`src/hdl/hpq_pkg.sv`:
```
// Shared types, codes and default sizes for the max-heap priority queue.
`default_nettype none

package hpq_pkg;

    localparam int HEAP_DEPTH_DEF = 1024;
    localparam int FREQ_BITS_DEF  = 16;
    localparam int TAG_BITS_DEF   = 16;

    typedef enum logic [1:0] {
        CMD_INSERT  = 2'd0,
        CMD_EXTRACT = 2'd1,
        CMD_FIND    = 2'd2
    } t_cmd;

    typedef enum logic [1:0] {
        ST_OK        = 2'd0,
        ST_EMPTY     = 2'd1,
        ST_FULL      = 2'd2,
        ST_NOT_FOUND = 2'd3
    } t_status;

    typedef enum logic [3:0] {
        S_IDLE,
        S_UP_RD,
        S_UP_CMP,
        S_EX_RDL,
        S_EX_LD,
        S_DN_START,
        S_DN_RDR,
        S_DN_CMP,
        S_FD_CMP,
        S_DONE
    } t_state;

    typedef struct packed {
        logic wr;
        logic rd;
    } t_mem_ctl;

endpackage

`default_nettype wire

```
`src/hdl/hpq_seq.sv`:
```
// Command sequencer: sift up, sift down and linear search over the entry store.
`default_nettype none

module hpq_seq
    import hpq_pkg::*;
#(
    parameter int HEAP_DEPTH = HEAP_DEPTH_DEF,
    parameter int FREQ_BITS  = FREQ_BITS_DEF,
    parameter int TAG_BITS   = TAG_BITS_DEF
) (
    input  wire logic                              i_clk,
    input  wire logic                              i_rst_n,
    input  wire logic                              i_valid,
    output logic                                   o_stall,
    input  wire logic [1:0]                        i_cmd,
    input  wire logic [FREQ_BITS-1:0]              i_key_freq,
    input  wire logic [TAG_BITS-1:0]               i_item_tag,
    output logic                                   o_res_valid,
    input  wire logic                              i_res_take,
    output t_status                                o_status,
    output logic      [FREQ_BITS-1:0]              o_out_freq,
    output logic      [TAG_BITS-1:0]               o_out_tag,
    output logic      [$clog2(HEAP_DEPTH)-1:0]     o_found_pos,
    output logic      [$clog2(HEAP_DEPTH+1)-1:0]   o_fill_count,
    output t_mem_ctl                               o_mem_ctl,
    output logic      [$clog2(HEAP_DEPTH)-1:0]     o_waddr,
    output logic      [FREQ_BITS+TAG_BITS-1:0]     o_wdata,
    output logic      [$clog2(HEAP_DEPTH)-1:0]     o_raddr,
    input  wire logic [FREQ_BITS+TAG_BITS-1:0]     i_rdata
);

    localparam int AW = $clog2(HEAP_DEPTH);
    localparam int CW = $clog2(HEAP_DEPTH + 1);
    localparam int DW = FREQ_BITS + TAG_BITS;

    t_state              r_state, n_state;
    logic [CW-1:0]       r_count, n_count;
    logic [AW-1:0]       r_pos, n_pos;
    logic [DW-1:0]       r_cur, n_cur;
    logic [DW-1:0]       r_best, n_best;
    logic [AW-1:0]       r_best_idx, n_best_idx;
    logic                r_best_child, n_best_child;
    logic                r_rc_ok, n_rc_ok;
    t_status             r_status, n_status;
    logic [FREQ_BITS-1:0] r_ofreq, n_ofreq;
    logic [TAG_BITS-1:0] r_otag, n_otag;
    logic [AW-1:0]       r_fpos, n_fpos;

    logic                 accept;
    logic                 full;
    logic [FREQ_BITS-1:0] rd_freq;
    logic [TAG_BITS-1:0]  rd_tag;
    logic [CW:0]          lc, rc, cnt_x;
    logic                 lc_ok, rc_ok;
    logic [AW-1:0]        parent;
    logic [AW-1:0]        last;
    logic [CW-1:0]        fnext;
    logic                 fnext_ok;
    logic                 match;
    logic [FREQ_BITS-1:0] cmp_a, cmp_b;
    logic                 gt;
    logic                 dn_take_r;
    logic                 dn_move;
    logic [DW-1:0]        dn_entry;

    assign accept   = i_valid && (r_state == S_IDLE);
    assign full     = (r_count == CW'(HEAP_DEPTH));
    assign rd_freq  = i_rdata[DW-1:TAG_BITS];
    assign rd_tag   = i_rdata[TAG_BITS-1:0];
    assign lc       = (CW+1)'({r_pos, 1'b1});
    assign rc       = lc + (CW+1)'(1);
    assign cnt_x    = (CW+1)'(r_count);
    assign lc_ok    = lc < cnt_x;
    assign rc_ok    = rc < cnt_x;
    assign parent   = (r_pos - AW'(1)) >> 1;
    assign last     = AW'(r_count - CW'(1));
    assign fnext    = CW'(r_pos) + CW'(1);
    assign fnext_ok = fnext < r_count;
    assign match    = (rd_tag == r_cur[TAG_BITS-1:0]);

    // single shared magnitude comparator
    always_comb begin
        cmp_a = r_cur[DW-1:TAG_BITS];
        cmp_b = rd_freq;
        case (r_state)
            S_DN_RDR: begin
                cmp_a = rd_freq;
                cmp_b = r_cur[DW-1:TAG_BITS];
            end
            S_DN_CMP: begin
                cmp_a = rd_freq;
                cmp_b = r_best[DW-1:TAG_BITS];
            end
            default: begin
                cmp_a = r_cur[DW-1:TAG_BITS];
                cmp_b = rd_freq;
            end
        endcase
    end

    assign gt        = cmp_a > cmp_b;
    assign dn_take_r = r_rc_ok && gt;
    assign dn_move   = dn_take_r || r_best_child;
    assign dn_entry  = dn_take_r ? i_rdata : (r_best_child ? r_best : r_cur);

    always_comb begin
        n_state = r_state;
        unique case (r_state)
            S_IDLE: begin
                if (i_valid) begin
                    case (i_cmd)
                        CMD_INSERT:  n_state = full ? S_DONE : S_UP_RD;
                        CMD_EXTRACT: n_state = (r_count == '0) ? S_DONE : S_EX_RDL;
                        CMD_FIND:    n_state = (r_count == '0) ? S_DONE : S_FD_CMP;
                        default:     n_state = S_DONE;
                    endcase
                end
            end
            S_UP_RD:    n_state = (r_pos == '0) ? S_DONE : S_UP_CMP;
            S_UP_CMP:   n_state = gt ? S_UP_RD : S_DONE;
            S_EX_RDL:   n_state = S_EX_LD;
            S_EX_LD:    n_state = S_DN_START;
            S_DN_START: n_state = lc_ok ? S_DN_RDR : S_DONE;
            S_DN_RDR:   n_state = S_DN_CMP;
            S_DN_CMP:   n_state = dn_move ? S_DN_START : S_DONE;
            S_FD_CMP:   n_state = (!match && fnext_ok) ? S_FD_CMP : S_DONE;
            S_DONE:     n_state = i_res_take ? S_IDLE : S_DONE;
            default:    n_state = S_IDLE;
        endcase
    end

    always_comb begin
        o_mem_ctl   = '0;
        o_waddr     = r_pos;
        o_wdata     = r_cur;
        o_raddr     = '0;
        o_stall     = (r_state != S_IDLE);
        o_res_valid = (r_state == S_DONE);
        unique case (r_state)
            S_IDLE: begin
                o_mem_ctl.rd = i_valid && ((i_cmd == CMD_EXTRACT) || (i_cmd == CMD_FIND));
            end
            S_UP_RD: begin
                if (r_pos == '0) begin
                    o_mem_ctl.wr = 1'b1;
                end else begin
                    o_mem_ctl.rd = 1'b1;
                    o_raddr      = parent;
                end
            end
            S_UP_CMP: begin
                o_mem_ctl.wr = 1'b1;
                o_wdata      = gt ? i_rdata : r_cur;
            end
            S_EX_RDL: begin
                o_mem_ctl.rd = 1'b1;
                o_raddr      = last;
            end
            S_DN_START: begin
                if (lc_ok) begin
                    o_mem_ctl.rd = 1'b1;
                    o_raddr      = lc[AW-1:0];
                end else begin
                    o_mem_ctl.wr = 1'b1;
                end
            end
            S_DN_RDR: begin
                o_mem_ctl.rd = rc_ok;
                o_raddr      = rc[AW-1:0];
            end
            S_DN_CMP: begin
                o_mem_ctl.wr = 1'b1;
                o_wdata      = dn_entry;
            end
            S_FD_CMP: begin
                o_mem_ctl.rd = !match && fnext_ok;
                o_raddr      = fnext[AW-1:0];
            end
            default: begin
                o_mem_ctl = '0;
            end
        endcase
    end

    always_comb begin
        n_count      = r_count;
        n_pos        = r_pos;
        n_cur        = r_cur;
        n_best       = r_best;
        n_best_idx   = r_best_idx;
        n_best_child = r_best_child;
        n_rc_ok      = r_rc_ok;
        n_status     = r_status;
        n_ofreq      = r_ofreq;
        n_otag       = r_otag;
        n_fpos       = r_fpos;
        case (r_state)
            S_IDLE: begin
                if (accept) begin
                    n_status = ST_OK;
                    n_ofreq  = '0;
                    n_otag   = '0;
                    n_fpos   = '0;
                    n_cur    = {i_key_freq, i_item_tag};
                    n_pos    = '0;
                    case (i_cmd)
                        CMD_INSERT: begin
                            if (full) begin
                                n_status = ST_FULL;
                            end else begin
                                n_pos   = AW'(r_count);
                                n_count = r_count + CW'(1);
                            end
                        end
                        CMD_EXTRACT: begin
                            if (r_count == '0) begin
                                n_status = ST_EMPTY;
                            end
                        end
                        CMD_FIND: begin
                            if (r_count == '0) begin
                                n_status = ST_NOT_FOUND;
                            end
                        end
                        default: begin
                            n_status = ST_OK;
                        end
                    endcase
                end
            end
            S_UP_CMP: begin
                if (gt) begin
                    n_pos = parent;
                end
            end
            S_EX_RDL: begin
                n_ofreq = rd_freq;
                n_otag  = rd_tag;
            end
            S_EX_LD: begin
                n_cur   = i_rdata;
                n_count = r_count - CW'(1);
                n_pos   = '0;
            end
            S_DN_RDR: begin
                n_rc_ok    = rc_ok;
                n_best_idx = lc[AW-1:0];
                if (gt) begin
                    n_best       = i_rdata;
                    n_best_child = 1'b1;
                end else begin
                    n_best       = r_cur;
                    n_best_child = 1'b0;
                end
            end
            S_DN_CMP: begin
                if (dn_take_r) begin
                    n_pos = rc[AW-1:0];
                end else if (r_best_child) begin
                    n_pos = r_best_idx;
                end
            end
            S_FD_CMP: begin
                if (match) begin
                    n_fpos = r_pos;
                end else if (fnext_ok) begin
                    n_pos = fnext[AW-1:0];
                end else begin
                    n_status = ST_NOT_FOUND;
                end
            end
            default: begin
                n_count = r_count;
            end
        endcase
    end

    always_ff @(posedge i_clk) begin
        if (!i_rst_n) begin
            r_state <= S_IDLE;
            r_count <= '0;
        end else begin
            r_state <= n_state;
            r_count <= n_count;
        end
    end

    always_ff @(posedge i_clk) begin
        r_pos        <= n_pos;
        r_cur        <= n_cur;
        r_best       <= n_best;
        r_best_idx   <= n_best_idx;
        r_best_child <= n_best_child;
        r_rc_ok      <= n_rc_ok;
        r_status     <= n_status;
        r_ofreq      <= n_ofreq;
        r_otag       <= n_otag;
        r_fpos       <= n_fpos;
    end

    assign o_status     = r_status;
    assign o_out_freq   = r_ofreq;
    assign o_out_tag    = r_otag;
    assign o_found_pos  = r_fpos;
    assign o_fill_count = r_count;

endmodule

`default_nettype wire

```
`config.mk`:
```
export PLATFORM = sky130hd
export DESIGN_NAME = hpq_seq
export DESIGN_NICKNAME = d
export VERILOG_FILES = /design/src/hdl/hpq_pkg.sv /design/src/hdl/hpq_seq.sv
export SDC_FILE = /design/constraint.sdc
export NUM_CORES = 1
export LEC_CHECK = 0
export BUFFER_PORTS_ARGS = -buffer_cell sky130_fd_sc_hd__buf_2
export CAP_MARGIN = 20
export CORE_MARGIN = 5
export CORE_UTILIZATION = 40
export DETAILED_ROUTE_END_ITERATION = 10
export GPL_TIMING_DRIVEN = 0
export PLACE_DENSITY = 0.74
export RECOVER_POWER = 50
export SLEW_MARGIN = 40
export SYNTH_ARGS = -nofsm -noshare
export SYNTH_HDL_FRONTEND = slang
export SYNTH_SLANG_ARGS = --single-unit
```
`constraint.sdc`:
```
create_clock -name i_clk -period 3.98 [get_ports i_clk]
set_clock_uncertainty 0.1 [all_clocks]
set_input_delay 0.398 -clock i_clk [delete_from_list [all_inputs] [get_ports i_clk]]
set_output_delay 0.398 -clock i_clk [all_outputs]
set_load 0.02 [all_outputs]
```
==> results by stage <==
Pwr:
- The portion of total power attributed to sequential cells is 29.9%.
- The switching power share of the total is 42.1%.
- Cell internal power was estimated by the tool at 4.46 mW.
- The switching power total is 3.24 mW.
- In this run the power density over the cells is 593 mW/mm^2.
- The combinational share of power is 48.5%.
- The static leakage is 5.20 nW.
- The maximum vdd drop is 0.351 mV.
- The total power is 7.71 mW.
- The clock network is responsible for 21.6% of the overall power.

Worst setup path:
- Counting cells, the worst reg-to-reg path comes to 13.
- In this run the critical register-to-register path is captured at r_best[30].
- The type of the worst setup path is register to output pin.
- The maximum fanout count along the critical path is 10.
- The destination of the critical timing path is o_wdata[21].
- The reg-to-reg startpoint is r_state[2].
- The worst setup path is launched from a register.
- The required time reported for the critical path endpoint is 3.48 ns.
- STA classifies the critical path endpoint as an output pin.
- The launch point of the critical path is r_state[2].
- The slack of the worst reg-to-reg path is 0.08 ns.
- The data arrival time of the critical path is 3.71 ns.

GRT:
- The combined global-route utilization of all metal layers is 24.5%.
- The initial antenna violation count came to 0.
- The maximum number of pins on one net before global-route repair is 53.
- The total overflow left after global routing is 0.
- The first global-routing pass estimated 54300 um of wire.
- The number of global-route vias before repair was 9419.

Yosys:
- The most common cell in the synthesized netlist is nand2_1.
- Ranked by instance count, the synthesized netlist is headed by nand2_1 (250), edfxtp_1 (129), nor2_1 (64), ha_1 (54), mux2i_1 (53).
- The count of yosys warnings during synthesis is 0.
- Among all flip-flop cells after synthesis, the most frequent one is edfxtp_1.
- The number of different library cells in the post-synthesis netlist is 71.
- The average instance area after synthesis is 9.33 um^2.
- Counting every net in the synthesized netlist gives 1198.
- In the synthesized netlist the async set-or-reset flop fraction comes to 0%.
- The post-synthesis cell count is 1074.
- edfxtp_1 takes more of the synthesized area than any other cell.
- In this run the biggest area consumer among cell types represents 38.7% of the synthesized area.
- By area the synthesized netlist is led by edfxtp_1 (39%), nand2_1 (9.4%), ha_1 (6.7%).
- The cell area after synthesis is 0.0100 mm^2.
- The number of flip-flops and latches in the synthesized netlist is 144.
- In this run, synthesis inferred 129 flip-flops with an integrated enable.
- For this run, the register share of the synthesized area comes to 41.6%.

Floorplan:
- The total die area is 0.0283 mm^2.
- The height of the die is 168 um.
- For this design the top-level I/O count stands at 181.
- The standard-cell row count is 58.
- The initial utilization of the core area, before any placement, comes to 40.3%.
- The die is 168 um wide.
- The core region is 0.0249 mm^2.

Routing:
- Signal routing reaches up to met4.
- The number of vias after detailed routing is 9752.
- The count of routing violations after the opening detailed-route iteration is 1189.
- The wire length on met1 is 14100 um.
- In this run the remaining antenna-violating nets after routing total 0.
- The final wirelength is 36500 um.
- The average routed wire per standard cell is 21.9 um.
- In the routed layout, each cell is associated on average with a via count of 5.86.
- The length of routed met2 wiring is 17700 um.
- The iteration count of the initial detailed-routing pass is 5.
- The sum of met3 wire segment lengths after detailed routing is 3600 um.
- The DRC violation count after routing is 0.

Clock tree:
- TritonCTS built the clock tree.
- The hold buffer count at CTS is 0.
- The clock net in this run drives a total of 144 sinks.
- The deepest clock path buffer count is 2.
- The clock tree synthesis step divided the H-tree into 4 levels.
- For the worst-skew pair, the clock arrives at the later sink with an insertion delay of 0.43 ns.
- The number of CTS-inserted buffers is 17.
- The tree is rooted in a clkbuf_16.
- The CTS clock-pin slew for the worst setup and hold paths is 0.07 ns.

Place:
- At the end of routability-driven placement, the weighted congestion stood at 0.971.
- The half-perimeter wire length after detailed placement is 25000 um.
- In this run, placement finished with an instance count of 1584.
- After detailed placement, the total cell area comes to 0.0114 mm^2.
- OpenSTA, run right after detailed placement, puts the worst setup slack at -1.07 ns.
- The count of input and output buffers is 180.

STA:
- The hold violation total from the final report is 0.
- The ratio of final minimum period to clock period is 106%.
- The number of max-slew violations in the final report is 0.
- On the final layout, the worst hold slack is 0.136 ns.
- The routed design could run at a clock period as short as 4.21 ns.
- The maximum operating frequency is 0.238 GHz.
- The worst slew slack as a fraction of its limit is 25.0%.
- Setup repair after global routing could not meet its margin everywhere.
- At the pin with the least slew margin, the transition time is 1.12 ns.
- The minimum setup slack in the final design is -0.229 ns.
- Setup violations remaining at the end of the flow were counted as 33.

Outcome:
- The final reports fail on negative setup slack.
- The run finished, with violations left.

Layout:
- The growth of design area from synthesis to finish is 29.8%.
- The post-route netlist has 24.6% of its cells at a drive strength greater than 1.
- The final design area excluding fillers is 0.0130 mm^2.
- The non-filler instance count after layout is 1665.
- The net count reported at finish is 1446.
- The count of antenna diodes in the layout is 0.

Job:
- Max-cap violations in this run came to 0.

Hold path:
- The class of the most critical hold timing path is input port to register.
- Along the worst hold path, the cell count comes to 3.
[worst max-delay path, cell delays in order, from the launching register on]
cell       delay, ns
dfxtp_1         0.32
buf_6           0.14
nand2_4         0.11
clkbuf_16       0.16
mux2_2          0.34
ha_1            0.34
nand4_1         0.16
or3_1           0.35
a21o_1          0.24
a311oi_2        0.26
buf_4           0.21
clkbuf_8        0.18
or3_1           0.11
o211ai_1        0.15
buf_4           0.20
[flip-flops by register name (all words and copies together), names as in the netlist]
register,cells
o_status,2
r_rc_ok,1
o_fill_count,11
o_out_tag,16
o_found_pos,10
o_waddr,10
r_cur,32
r_best,32
o_out_freq,16
r_best_child,1
r_state,4
r_best_idx,9
[metrics by stage]
step | util [%] | TNS, ns
finish | 52.2 | -5.01
global route | 52.2 | -8.17
CTS | 51.1 | -0.657
detailed placement | 45.7 | -51.63
global placement | 45.6 | -46.72
floorplan | - | 0
[power by group through the flow]
stage,Combinational (mW),Clock [mW],Sequential (mW)
finish,3.74,1.66,2.31
global route,3.99,1.73,2.33
CTS,3.45,1.66,2.32
detailed placement,3.14,0,2.36
global placement,3.08,0,2.37
floorplan,1.90,0,2.50
[logic make-up (layout without fill, tap and decap cells)]
kind of cell / count (synthesis) / in the layout / share of synthesized area [%]
and+or+nand+nor: 469 / 469 / 21.5
AOI/OAI and AO/OA: 178 / 178 / 12.7
muxes: 84 / 84 / 8.78
buffers and inverters: 97 / 358 / 4.46
adders and majority gates: 54 / 54 / 6.74
DFF: 144 / 144 / 41.6
xor gates and xnor gates: 48 / 48 / 4.19
[repair_timing]
action                                 4_1_cts  5_1_grt
gates cloned                                 4        1
buffers inserted                            28       21
resized for setup                          117       62
endpoints found under the hold margin        0        0
setup endpoints to repair                   82       58
pin swaps                                   25       29
[metal layers]
layer / vias up / global-route usage (%)
met1: 4604 / 30.9
met2: 658 / 41.5
met5: - / 0
li1: 4386 / -
met3: 104 / 5.40
met4: 0 / 8.29
[placed cells by master, fill, tap and decap left out, types with 28 or more instances in the layout]
master,instances
buf_4,69
buf_2,90
xnor2_1,37
mux2_2,28
and2_1,40
clkbuf_1,103
o211ai_1,41
nand2_1,245
nor2_1,58
mux2i_1,51
or3_1,38
ha_1,45
edfxtp_1,129
[worst min-delay path by stage]
stage | from | to | slack (ns)
after floorplan | r_best_idx[1] | o_waddr[1] | 0.42
after global routing | i_key_freq[11] | r_cur[27] | 0.14
after global placement | r_best_idx[3] | o_waddr[3] | 0.43
after detailed placement | r_best_idx[6] | o_waddr[6] | 0.44
final | i_key_freq[13] | r_cur[29] | 0.14
after CTS | i_item_tag[11] | r_cur[11] | 0.13
[area by class of cell]
type                       count  area, um^2
clock buffer                  19         433
multi-input combinational    833        5820
fill                        2265       11900
clock inverter                13         161
inverter                      30         121
timing repair buffer         233        1360
sequential                   144        4180
buffer                        63         513
tap                          330         413
(Power assumes the default switching activity.)
